## config.mk

```make
export PLATFORM = sky130hd
export DESIGN_NAME = utf8_stream_decoder_top
export DESIGN_NICKNAME = d
export VERILOG_FILES = /design/src/rtl/u8d_pkg.sv /design/src/rtl/u8d_front.sv /design/src/rtl/u8d_queue.sv /design/src/rtl/u8d_back.sv /design/src/rtl/utf8_stream_decoder_top.sv
export SDC_FILE = /design/constraint.sdc
export NUM_CORES = 1
export LEC_CHECK = 0
export BUFFER_PORTS_ARGS = -buffer_cell sky130_fd_sc_hd__buf_2
export CORE_AREA = 2 2 201 124
export DETAILED_ROUTE_END_ITERATION = 7
export DIE_AREA = 0 0 203 126
export PLACE_DENSITY = 0.54
export RECOVER_POWER = 50
export SKIP_LAST_GASP = 1
export SLEW_MARGIN = 20
export SYNTH_ARGS = -nofsm -noshare
export SYNTH_HDL_FRONTEND = slang
export SYNTH_SLANG_ARGS = --single-unit
```

## constraint.sdc

```tcl
create_clock -name clk -period 4.7 [get_ports clk]
set_input_delay 0.235 -clock clk [delete_from_list [all_inputs] [get_ports clk]]
set_output_delay 0.235 -clock clk [all_outputs]
set_load 0.01 [all_outputs]
```

## src/rtl/u8d_pkg.sv

```systemverilog
// Shared types and constants for the UTF-8 stream decoder.
package u8d_pkg;

  localparam int unsigned CP_W                = 21;
  localparam int unsigned BYTE_W              = 8;
  localparam int unsigned QUEUE_DEPTH_DEFAULT = 4;

  localparam logic [CP_W-1:0] BAD_RUNE_RESET = 21'h00FFFD;

  // Lead byte thresholds
  localparam logic [BYTE_W-1:0] LEAD_ASCII_END = 8'h80;
  localparam logic [BYTE_W-1:0] LEAD_TWO       = 8'hC0;
  localparam logic [BYTE_W-1:0] LEAD_THREE     = 8'hE0;
  localparam logic [BYTE_W-1:0] LEAD_FOUR      = 8'hF0;

  // Top two bits of a continuation byte
  localparam logic [1:0] CONT_TAG = 2'b10;

  typedef logic [CP_W-1:0] cp_t;

  // One decode command: nbad replacement results, then an optional tail result.
  typedef struct packed {
    logic [1:0] nbad;
    logic       has_tail;
    logic       tail_bad;
    cp_t        tail_cp;
  } cmd_t;

endpackage

```

## src/rtl/u8d_front.sv

```systemverilog
// Front end: byte acceptance, sequence tracking and command generation.
module u8d_front (
  input  logic                       clk,
  input  logic                       rst,
  input  logic                       in_valid,
  output logic                       in_stall,
  input  logic [u8d_pkg::BYTE_W-1:0] in_byte,
  input  logic                       q_full,
  output logic                       push,
  output u8d_pkg::cmd_t              cmd
);
  import u8d_pkg::*;

  typedef struct packed {
    logic       opens;
    logic [2:0] len;
    cp_t        acc;
    logic       tail;
    logic       bad;
    cp_t        cp;
  } lead_t;

  function automatic lead_t classify_lead(input logic [BYTE_W-1:0] b);
    lead_t r;
    r = '0;
    if (b < LEAD_ASCII_END) begin
      r.tail = 1'b1;
      r.cp   = {14'b0, b[6:0]};
    end else if (b < LEAD_TWO) begin
      r.tail = 1'b1;
      r.bad  = 1'b1;
    end else if (b >= LEAD_FOUR) begin
      r.opens = 1'b1;
      r.len   = 3'd4;
      r.acc   = {18'b0, b[2:0]};
    end else if (b >= LEAD_THREE) begin
      r.opens = 1'b1;
      r.len   = 3'd3;
      r.acc   = {17'b0, b[3:0]};
    end else begin
      r.opens = 1'b1;
      r.len   = 3'd2;
      r.acc   = {16'b0, b[4:0]};
    end
    return r;
  endfunction

  logic [2:0] expected_len, expected_len_next;
  logic [1:0] bytes_taken, bytes_taken_next;
  cp_t        accumulator, accumulator_next;

  lead_t      lead;
  logic       is_cont;
  logic       accept;
  cp_t        cont_acc;
  logic [1:0] cont_taken;
  logic       cont_done;

  assign in_stall = q_full;
  assign accept   = in_valid && !q_full;

  always_comb begin
    lead       = classify_lead(in_byte);
    is_cont    = (in_byte[7:6] == CONT_TAG);
    cont_acc   = {accumulator[CP_W-7:0], in_byte[5:0]};
    cont_taken = bytes_taken + 2'd1;
    cont_done  = ({1'b0, cont_taken} >= expected_len) || (cont_taken == 2'd0);

    expected_len_next = expected_len;
    bytes_taken_next  = bytes_taken;
    accumulator_next  = accumulator;
    cmd               = '0;

    if (expected_len == 3'd0 || !is_cont) begin
      // Cut-off sequence: one replacement per byte already taken
      if (expected_len != 3'd0) begin
        cmd.nbad = bytes_taken;
      end
      cmd.has_tail = lead.tail;
      cmd.tail_bad = lead.bad;
      cmd.tail_cp  = lead.cp;
      if (lead.opens) begin
        expected_len_next = lead.len;
        bytes_taken_next  = 2'd1;
        accumulator_next  = lead.acc;
      end else begin
        expected_len_next = 3'd0;
        bytes_taken_next  = 2'd0;
        accumulator_next  = '0;
      end
    end else if (cont_done) begin
      cmd.has_tail      = 1'b1;
      cmd.tail_cp       = cont_acc;
      expected_len_next = 3'd0;
      bytes_taken_next  = 2'd0;
      accumulator_next  = '0;
    end else begin
      bytes_taken_next = cont_taken;
      accumulator_next = cont_acc;
    end

    push = accept && ((cmd.nbad != 2'd0) || cmd.has_tail);
  end

  always_ff @(posedge clk) begin
    if (rst) begin
      expected_len <= 3'd0;
      bytes_taken  <= 2'd0;
      accumulator  <= '0;
    end else if (accept) begin
      expected_len <= expected_len_next;
      bytes_taken  <= bytes_taken_next;
      accumulator  <= accumulator_next;
    end
  end

endmodule

```

## src/rtl/u8d_queue.sv

```systemverilog
// Short command queue between the decoder front end and the result expander.
module u8d_queue #(
  parameter int unsigned DEPTH = u8d_pkg::QUEUE_DEPTH_DEFAULT
) (
  input  logic          clk,
  input  logic          rst,
  input  logic          push,
  input  u8d_pkg::cmd_t push_data,
  input  logic          pop,
  output u8d_pkg::cmd_t head,
  output logic          head_valid,
  output logic          full
);
  import u8d_pkg::*;

  localparam int unsigned AW = (DEPTH > 1) ? $clog2(DEPTH) : 1;
  localparam int unsigned CW = $clog2(DEPTH + 1);

  cmd_t          entries [DEPTH];
  logic [AW-1:0] wr_ptr;
  logic [AW-1:0] rd_ptr;
  logic [CW-1:0] count;

  assign head       = entries[rd_ptr];
  assign head_valid = (count != '0);
  assign full       = (count == CW'(DEPTH));

  always_ff @(posedge clk) begin
    if (push) begin
      entries[wr_ptr] <= push_data;
    end
  end

  always_ff @(posedge clk) begin
    if (rst) begin
      wr_ptr <= '0;
      rd_ptr <= '0;
      count  <= '0;
    end else begin
      if (push) begin
        wr_ptr <= (wr_ptr == AW'(DEPTH - 1)) ? '0 : wr_ptr + 1'b1;
      end
      if (pop) begin
        rd_ptr <= (rd_ptr == AW'(DEPTH - 1)) ? '0 : rd_ptr + 1'b1;
      end
      if (push && !pop) begin
        count <= count + 1'b1;
      end else if (pop && !push) begin
        count <= count - 1'b1;
      end
    end
  end

endmodule

```

## src/rtl/u8d_back.sv

```systemverilog
// Back end: expands each command into result items through an output register.
module u8d_back (
  input  logic          clk,
  input  logic          rst,
  input  u8d_pkg::cp_t  bad_rune_value,
  input  u8d_pkg::cmd_t head,
  input  logic          head_valid,
  output logic          pop,
  output logic          out_valid,
  input  logic          out_stall,
  output u8d_pkg::cp_t  code_point,
  output logic          is_bad,
  output logic          last
);
  import u8d_pkg::*;

  logic [1:0] idx;
  logic       load;
  logic       emit;
  logic       at_tail;
  logic       res_bad;
  logic       res_last;

  assign load = !out_valid || !out_stall;
  assign emit = load && head_valid;

  always_comb begin
    at_tail  = head.has_tail && (idx == head.nbad);
    res_bad  = !at_tail || head.tail_bad;
    res_last = at_tail || (!head.has_tail && (idx == head.nbad - 2'd1));
  end

  assign pop = emit && res_last;

  always_ff @(posedge clk) begin
    if (rst) begin
      out_valid <= 1'b0;
      idx       <= 2'd0;
    end else begin
      if (load) begin
        out_valid <= head_valid;
      end
      if (emit) begin
        idx <= res_last ? 2'd0 : idx + 2'd1;
      end
    end
  end

  always_ff @(posedge clk) begin
    if (emit) begin
      code_point <= res_bad ? bad_rune_value : head.tail_cp;
      is_bad     <= res_bad;
      last       <= res_last;
    end
  end

endmodule

```

## src/rtl/utf8_stream_decoder_top.sv

```systemverilog
// Top level of the UTF-8 stream decoder: front end, command queue, result expander.
//
// Usage:
//   Input channel (in_valid / in_stall / in_byte) takes one raw byte per request.
//   Output channel (out_valid / out_stall / code_point, is_bad, last) gives
//   zero to four results per byte; last marks the final result of a byte.
//   Configuration channel (cfg_valid / cfg_ready / cfg_data) writes the
//   replacement code point; cfg_ready is always high. Write it only while idle.
// Timing:
//   A byte's first result passes the command queue and then the output register.
//   One byte per cycle is sustained while each byte yields at most one result;
//   a cut-off sequence costs one output cycle per replacement, and the
//   QUEUE_DEPTH-entry command queue absorbs such bursts before in_stall rises.
// Reset:
//   rst (synchronous) closes any open sequence, empties the queue, drops
//   out_valid and restores the replacement code point to U+FFFD.
// Stall:
//   While out_stall is high the output register holds; the queue fills and
//   then in_stall rises until the receiver takes results again.
module utf8_stream_decoder_top #(
  parameter int unsigned QUEUE_DEPTH = u8d_pkg::QUEUE_DEPTH_DEFAULT
) (
  input  logic                       clk,
  input  logic                       rst,
  input  logic                       in_valid,
  output logic                       in_stall,
  input  logic [u8d_pkg::BYTE_W-1:0] in_byte,
  output logic                       out_valid,
  input  logic                       out_stall,
  output logic [u8d_pkg::CP_W-1:0]   code_point,
  output logic                       is_bad,
  output logic                       last,
  input  logic                       cfg_valid,
  output logic                       cfg_ready,
  input  logic [u8d_pkg::CP_W-1:0]   cfg_data
);
  import u8d_pkg::*;

  cp_t  bad_rune_value;
  cmd_t push_cmd;
  cmd_t head;
  logic push;
  logic pop;
  logic head_valid;
  logic q_full;

  // Configuration register: always ready, written on any request
  assign cfg_ready = 1'b1;

  always_ff @(posedge clk) begin
    if (rst) begin
      bad_rune_value <= BAD_RUNE_RESET;
    end else if (cfg_valid) begin
      bad_rune_value <= cfg_data;
    end
  end

  // Classify bytes and track the open sequence
  u8d_front u_front (
    .clk      (clk),
    .rst      (rst),
    .in_valid (in_valid),
    .in_stall (in_stall),
    .in_byte  (in_byte),
    .q_full   (q_full),
    .push     (push),
    .cmd      (push_cmd)
  );

  // Decouple the front end from the output side
  u8d_queue #(
    .DEPTH (QUEUE_DEPTH)
  ) u_queue (
    .clk        (clk),
    .rst        (rst),
    .push       (push),
    .push_data  (push_cmd),
    .pop        (pop),
    .head       (head),
    .head_valid (head_valid),
    .full       (q_full)
  );

  // Expand commands into results, one per output cycle
  u8d_back u_back (
    .clk            (clk),
    .rst            (rst),
    .bad_rune_value (bad_rune_value),
    .head           (head),
    .head_valid     (head_valid),
    .pop            (pop),
    .out_valid      (out_valid),
    .out_stall      (out_stall),
    .code_point     (code_point),
    .is_bad         (is_bad),
    .last           (last)
  );

endmodule

```

Yosys cells after proc, flatten, opt, wreduce, memory -nomap -nowiden

Memory sizes are Yosys's and may differ from the RTL's. A register that Yosys moved wholly into a read port is not among the register bits.
Index checks and enable logic that the tools add are counted.

$add $sub $neg: 7
Magnitude comparators: 5
Eq/ne operators: 6
Muxes and demuxes: 34
Reduce and logical (&&, ||, !) cells: 30

Operator list:

| operator            | count |
|---|---|
| $mux 21             | 3 |
| $mux 25             | 2 |
| $mux 15             | 3 |
| $mux 24             | 1 |
| $mux 22             | 1 |
| $mux 2              | 10 |
| $ge 8x8->1 const B  | 2 |
| $lt 8x8->1 const B  | 2 |
| $mux 3              | 5 |
| $add 2x1->2 const B | 4 |
| $logic_and 1x1->1   | 8 |
| $logic_not 1->1     | 8 |
| $mux 1              | 8 |
| $mux 7              | 1 |
| $eq 2x2->1 const B  | 3 |
| $logic_or 1x1->1    | 6 |
| $reduce_bool 2->1   | 3 |
| $reduce_bool 3->1   | 2 |
| $eq 2x2->1          | 2 |
| $add 3x1->3 const B | 1 |
| $eq 3x3->1 const B  | 1 |
| $ge 2x3->1          | 1 |
| $logic_not 3->1     | 1 |
| $sub 3x1->3 const B | 1 |
| 3 further kinds     | 3 |

Register bits: 74
Bits in writable memories: 100
Input port bits: 34
Output and inout bits: 26
Logic and storage cells: 95
Memories: 1

Memories:

| memory          | words | bits a word | read ports | clocked after Yosys merged registers in | write ports | RTL line        | source |
|---|---|---|---|---|---|---|---|
| u_queue.entries | 4     | 25          | 1          | 1                                       | 1           | u8d_queue.sv:19 | `cmd_t entries [DEPTH];` |

Logic depth before layout (Yosys ltp)

Gate-level depths: netlist of run 1.

Depth in word-level cells: 11
Depth in mapped cells: 12

Modules after synthesis

Synthesis of run 1 repeated with hierarchy kept, for this count alone.

Cells, all modules: 470
Area, all modules: 7,226.9 µm²

By module, submodules not included:

| module                  | times used | cells each | area an instance (µm²) | sequential area each (µm²) |
|---|---|---|---|---|
| u8d_queue               | 1          | 175        | 4,092.7                | 3,183.1 |
| u8d_back                | 1          | 74         | 1,199.9                | 750.7 |
| u8d_front               | 1          | 151        | 1,132.3                | 400.4 |
| utf8_stream_decoder_top | 1          | 70         | 802.0                  | 420.4 |

Least setup slack after synthesis of run 1

Ideal clock, no wire load.

Path type: reg-to-reg
Start point: register u_front.bytes_taken[0]
End point: register u_queue.count[2]
Arrival time: 2,989 ps
Data required time: 4,630 ps
Path slack: 1,640 ps
Stages on the path, launching flop included: 13
Path buffers: 0
Period minus slack after synthesis: 3,060 ps
Path through: dfxtp_1 > ha_1 > ha_1 > a21oi_1 > o211ai_1 > nand2_1 > a21oi_1 > ha_1 > inv_1 > fa_1 > xor2_1 > or3_1 > a21oi_1

Word-level cells in the longest chain between the ends: 10
Elaborated cells between the ends (all ways): 16

Ends and longest elaborated chain:

| element                                       | RTL line                      | source |
|---|---|---|
| start: declaration                            | u8d_front.sv:49               | `logic [1:0] bytes_taken, bytes_taken_next;` |
| start signal: assignment                      | u8d_front.sv:112              | `bytes_taken <= bytes_taken_next;` |
| $add 2x1->2                                   | u8d_front.sv:66               | `cont_taken = bytes_taken + 2'd1;` |
| $ge 2x3->1 or $logic_not 2->1 (tied branches) | u8d_front.sv:67               | `cont_done = ({1'b0, cont_taken} >= expected_len) \|\| (cont_taken == 2'd0);` |
| $logic_or 1x1->1                              | u8d_front.sv:67               |  |
| $mux 1                                        | u8d_front.sv:91               | `end else if (cont_done) begin` |
| $mux 1                                        | u8d_front.sv:74               | `if (expected_len == 3'd0 \|\| !is_cont) begin` |
| $logic_or 1x1->1 (*)                          | u8d_front.sv:102              | `push = accept && ((cmd.nbad != 2'd0) \|\| cmd.has_tail);` |
| $logic_and 1x1->1 (*)                         | u8d_front.sv:102              |  |
| via push                                      | utf8_stream_decoder_top.sv:42 | `logic push;` |
| $logic_not 1->1                               | u8d_queue.sv:48               | `end else if (pop && !push) begin` |
| $logic_and 1x1->1                             | u8d_queue.sv:48               |  |
| $reduce_bool 2->1 (no line)                   | n/a                           |  |
| end signal: assignment                        | u8d_queue.sv:47               | `count <= count + 1'b1;` |
| end signal: assignment                        | u8d_queue.sv:49               | `count <= count - 1'b1;` |
| end: declaration                              | u8d_queue.sv:22               | `logic [CW-1:0] count;` |

The timed path passes the listed nets; every way through them passes the cells marked *.
A chain may end at the register's enable or synchronous reset.

==> results.cfg, run 1 <==
[outcome]
outcome = finished with violations
violations = capacitance limit, slew limit

[detailed_routing]
drc = 0
detail-route-antenna-nets = 0
vias_per_cell = 4.503
postRouteWirelength_mm = 14.46
firstDrtPassIters = 5
drtIter0Drc = 320
vias = 3895
routedWlPerCell_um = 16.71

[critical_path]
cp_data_required_time_ps = 5050
endpoint_kind = flip-flop
crit_arrival_ps = 4340
start_kind = flip-flop
cp_max_fo = 19
crit_type = reg2reg

[die]
io_pins = 60
die_width_um = 203
rows = 44
fp.dieH_um = 126
start_util_pct = 29.55
die_area_mm2 = 0.02558
core_area_mm2 = 0.02373

[timing]
slew_headroom_pct = -17.66
finalSetupViolCount = 0
drv_slew = 37
final.setup.tns_ps = 0
period_share_pct = 84.96
finClkSkew_ps = 11.99
final_hold_viol_count = 0
clock.fmax_mhz = 250.4
min_period_ps = 3993
rsz0062_at_grt = no
worstMarginPinSlew_ps = 1765

[global_routing]
grt_start_max_net_pins = 44
antenna_found_initial = 0
grt_pass1_vias = 3984
grt_pass1_wl_mm = 22.85
grt-ovfl-total = 0
grtUsageTotal_pct = 12.04

[final_layout]
layout.nets = 574
multi_input_area_mm2 = 0.002113
area.growth.synth_to_final_pct = 17.28
final-seq-area_mm2 = 0.004755
fillers = 2259
drive_gt1_share_pct = 22.10
antenna_cells = 0
final_util_pct = 34.65

[logic_synthesis]
yosysWarnings = 0
netlist.area_leader.share_pct = 52.69
synth_nets = 509
synthTopCellsByCount = 123 x edfxtp_1, 53 x dfxtp_1, 36 x nand2_1
synth_area_leaders = edfxtp_1 53%, dfxtp_1 15%, mux4_2 8.0%
avgSynthCellArea_um2 = 15.08
synth_top_area_cell = edfxtp_1
synthArstFlopShare_pct = 0
synth_seq_area_share_pct = 67.82
synthCells = 465
ys.flop_type = edfxtp_1
synth.ff_latch_count = 176
synth_edf_count = 123
synth_cell_type_count = 39
yosysMostFrequentCell = edfxtp_1
netlist_area_mm2 = 0.007010

[clock_tree]
hold_buffers = 0
cts_tree = done
ctsLongestPathBuffers = 2
cts_resized = 0
htreeDepth = 4
numCtsBuffers = 17
cts_setup_buffers = 0
clk_latency_ps = 420
cts_sinks = 176
clk_pin_slew_ps = 70
cts-root-buf = clkbuf_16

[placement]
gp_congestion = 0.7568
dp_hpwl_mm = 9.412
port_buffers = 58

[pwr]
p_leak_nw = 2.850
power-per-cell-area_mw_per_mm2 = 524.1
vdd_drop_max_mv = 0.2219

[hold_path]
hold_class = in2reg

[flow_run]
maxCapViolCount = 1
[metal layers]
layer / GRT usage [%] / wire, µm / up-vias
met5: 0 / 0 / -
met4: 4.337 / 192 / 0
met3: 4.322 / 939 / 12
met2: 17.43 / 6225 / 93
met1: 16.62 / 7098 / 1926
li1: - / - / 1864
[worst paths after layout]
path                                        startpoint                                   end  slack [ps]  cells after the start
setup / recovery                             flip-flop         u_queue.count[2]$_SDFFE_PP0P_         710                     11
hold / removal                             cfg_data[3]        bad_rune_value[3]$_SDFFE_PP1P_          20                      2
setup reg to reg                             flip-flop         u_queue.count[2]$_SDFFE_PP0P_         710                     11
hold reg to reg   u_front.accumulator[12]$_SDFFE_PP0P_  u_front.accumulator[12]$_SDFFE_PP0P_         450                      2
[report_power, final]
part           internal, mW  switching (mW)
clock network         0.741           0.607
logic                 0.404           0.552
registers              1.91          0.0910
total                  3.06            1.25
[worst max-delay path, stage by stage, from the launching register on]
cell and delay, ps:
dfxtp_1 530, clkbuf_1 950, mux4_2 480, xor2_1 180, and4b_1 220, a31oi_2 260
ha_1 240, inv_1 60, fa_1 370, xor2_1 180, or3_1 310, a21oi_1 140
[kinds of logic after synthesis]
family	Yosys count	synth area share, %
other cells	1	0.05349
mux	59	13.30
fa+ha+maj	10	1.892
xor+xnor	5	0.7318
compound gates	50	4.730
simple gates	130	9.442
buf+inv	34	2.035
flops	176	67.82
[layout by cell type, fill, tap and decap left out, drive strengths merged, types with 2 or more instances in the layout]
| cell type | synthesis | final |
|---|---|---|
| and3 | 15 | 15 |
| edfxtp | 123 | 123 |
| nand2 | 36 | 36 |
| nand2b | 6 | 6 |
| mux4 | 25 | 25 |
| mux2i | 11 | 11 |
| o211ai | 2 | 2 |
| clkbuf | 16 | 47 |
| nor2b | 18 | 18 |
| and2 | 15 | 15 |
| a21oi | 24 | 24 |
| o21ai | 5 | 5 |
| inv | 9 | 15 |
| or3 | 2 | 2 |
| ha | 9 | 9 |
| dfxtp | 53 | 53 |
| clkinvlp | 0 | 3 |
| nand3 | 6 | 6 |
| nor3 | 5 | 5 |
| xor2 | 4 | 4 |
| dlygate4sd3 | 0 | 3 |
| clkinv | 0 | 3 |
| a211o | 15 | 15 |
| buf | 9 | 40 |
| mux2 | 23 | 23 |
| nor2 | 22 | 22 |
[layout make-up]
class	count	area share (%)
sequential	176	57.83
multi-input combinational	255	25.70
clock buffer	19	5.266
tap	322	4.900
timing repair buffer	71	4.322
clock inverter	13	1.567
inverter	9	0.4109
[sequential cells by signal, summed over array words and instances, names as in the netlist, named ones only]
name                  count
bad_rune_value           21
u_back.code_point        21
u_back.idx                2
u_back.is_bad             1
u_back.last               1
u_back.out_valid          1
u_front.accumulator      15
u_front.bytes_taken       2
u_front.expected_len      3
u_queue.count             3
u_queue.entries         100
u_queue.rd_ptr            2
u_queue.wr_ptr            2
[metrics by stage]
step	cell area [µm²]	total power, mW	cells	hold slack (ps)	setup WS (ps)
after detailed placement	7670	3.036	830	445.7	1212
after global placement	7670	3.004	830	441.1	1355
after floorplan	7010	2.718	465	352.9	1640
final	8222	4.309	865	19.31	706.7
after CTS	8232	4.384	862	2.813	1189
after global routing	8222	4.545	865	5.599	419.8
No activity file was read; power rests on OpenSTA's default activity.
==> inputs of run 2 (changes only) <==
clock period = 3.8 ns   (was 4.7 ns; I/O delays follow)
==> run 2 against run 1 <==
The run still ends with capacitance limit, slew limit left; fmax up 14%; count of clock-buffer cells in the layout did not move; first-iteration DRC count shrank 7.2%; critical path type unchanged; via count is 3.9% higher; flip-flop and latch count stayed put.
==> results.cfg, run 2 (synthesis results as in run 1) <==
[clock_tree]
clk_latency_ps = 430
cts_tree = done
cts_setup_buffers = 0
ctsLongestPathBuffers = 2
clk_pin_slew_ps = 70
hold_buffers = 19
numCtsBuffers = 17
cts_resized = 0
htreeDepth = 4
cts_sinks = 176
cts-root-buf = clkbuf_16

[timing]
min_period_ps = 3516
final.setup.tns_ps = 0
drv_slew = 37
worst_slack_ps = 284.3
slew_headroom_pct = -21.18
finalSetupViolCount = 0
clock.fmax_mhz = 284.4
finClkSkew_ps = 9.530
final_hold_viol_count = 0
worstMarginPinSlew_ps = 1818
rsz0062_at_grt = no
period_share_pct = 92.52

[final_layout]
largest_reg_flops = 100
final_cell_mix = 123 x edfxtp_1, 53 x dfxtp_1, 36 x nand2_1, 32 x buf_2, 30 x clkbuf_1
drive_gt1_share_pct = 21.47
layout.nets = 590
antenna_cells = 0
regMostFlops = u_queue.entries
reg.largest.list = u_queue.entries (100), bad_rune_value (21), u_back.code_point (21)
final_common_cell = edfxtp_1
area.growth.synth_to_final_pct = 20.20

[critical_path]
cp_data_required_time_ps = 4150
ff2ff_path_depth = 11
start_kind = flip-flop
rr_startpoint = u_queue.count[0]$_SDFFE_PP0P_
cp_max_fo = 14
crit_arrival_ps = 3860
critical_path.startpoint = u_queue.count[0]$_SDFFE_PP0P_
endpoint_kind = flip-flop
crit_type = reg2reg
reg2reg_slack_ps = 280
reg2reg_to = u_queue.count[2]$_SDFFE_PP0P_
cp-endpoint = u_queue.count[2]$_SDFFE_PP0P_

[pwr]
vdd_drop_max_mv = 0.3206
power-per-cell-area_mw_per_mm2 = 653.2
p_leak_nw = 2.948

[hold_path]
hold_class = in2reg

[placement]
dpl_worst_slack_ps = 286.4
dp_hpwl_mm = 9.534
gp_congestion = 0.8180
port_buffers = 58

[die]
core_area_mm2 = 0.02373
rows = 44
die_area_mm2 = 0.02558
io_pins = 60
start_util_pct = 29.55
die_width_um = 203
fp.dieH_um = 126

[detailed_routing]
firstDrtPassIters = 5
vias_per_cell = 4.593
routedWlPerCell_um = 16.75
drc = 0
vias = 4046
postRouteWirelength_mm = 14.76
drtIter0Drc = 297
detail-route-antenna-nets = 0

[global_routing]
grtUsageTotal_pct = 12.25
grt_start_max_net_pins = 44
grt_pass1_wl_mm = 23.42
antenna_found_initial = 0
grt_pass1_vias = 4242
grt-ovfl-total = 0

[flow_run]
maxCapViolCount = 1

[outcome]
outcome = finished with violations
violations = capacitance limit, slew limit
-- run 2: worst min path at each step --
stage / startpoint / endpoint / cells after the start
4_1_cts: cfg_data[17] / bad_rune_value[17]$_SDFFE_PP0P_ / 3
6_report: cfg_data[17] / bad_rune_value[17]$_SDFFE_PP0P_ / 3
2_1_floorplan: cfg_data[3] / bad_rune_value[3]$_SDFFE_PP1P_ / 1
3_5_place_dp: cfg_data[4] / bad_rune_value[4]$_SDFFE_PP1P_ / 2
5_1_grt: cfg_data[17] / bad_rune_value[17]$_SDFFE_PP0P_ / 3
3_3_place_gp: cfg_data[8] / bad_rune_value[8]$_SDFFE_PP1P_ / 2
-- run 2: cell type report --
type                            count  area [µm²]
Inverter                            9       33.78
Fill cell                        2268       15300
Timing Repair Buffer               87       511.7
Multi-Input combinational cell    255        2106
Clock buffer                       19       442.9
Clock inverter                     13       175.2
Sequential cell                   176        4755
Tap cell                          322       402.9
-- run 2: stage by stage --
stage	std cells	power [mW]	util (%)	area, µm²	hold slack [ps]
6_report	881	5.504	35.51	8427	10.30
5_1_grt	881	5.787	35.51	8427	21.71
4_1_cts	881	5.617	35.73	8478	3.188
3_5_place_dp	830	3.770	32.32	7670	405.2
3_3_place_gp	830	3.723	32.32	7670	396.1
2_1_floorplan	465	3.361	-	7010	307.9
-- run 2: critical path, cell delays in order, from the launching register on --
cell      delay, ps
dfxtp_1         360
nor3_1          310
a21o_1          180
inv_1           280
clkbuf_1        480
a31oi_2         490
ha_1            260
inv_1            60
fa_1            370
xor2_1          180
or3_1           320
a21oi_1         150
-- run 2: metal layers --
metal / GRT usage (%) / share of wire (%)
met2: 18.57 / 45
met3: 3.571 / 5.8
met1: 16.80 / 49
met4: 4.294 / 0.77
met5: 0 / 0
-- run 2: report_power, final --
part	leakage (nW)	total [mW]	internal (mW)	switching, mW
combinational	1.08	1.21	0.508	0.699
sequential	1.57	2.47	2.36	0.110
clock	0.304	1.82	1.07	0.757
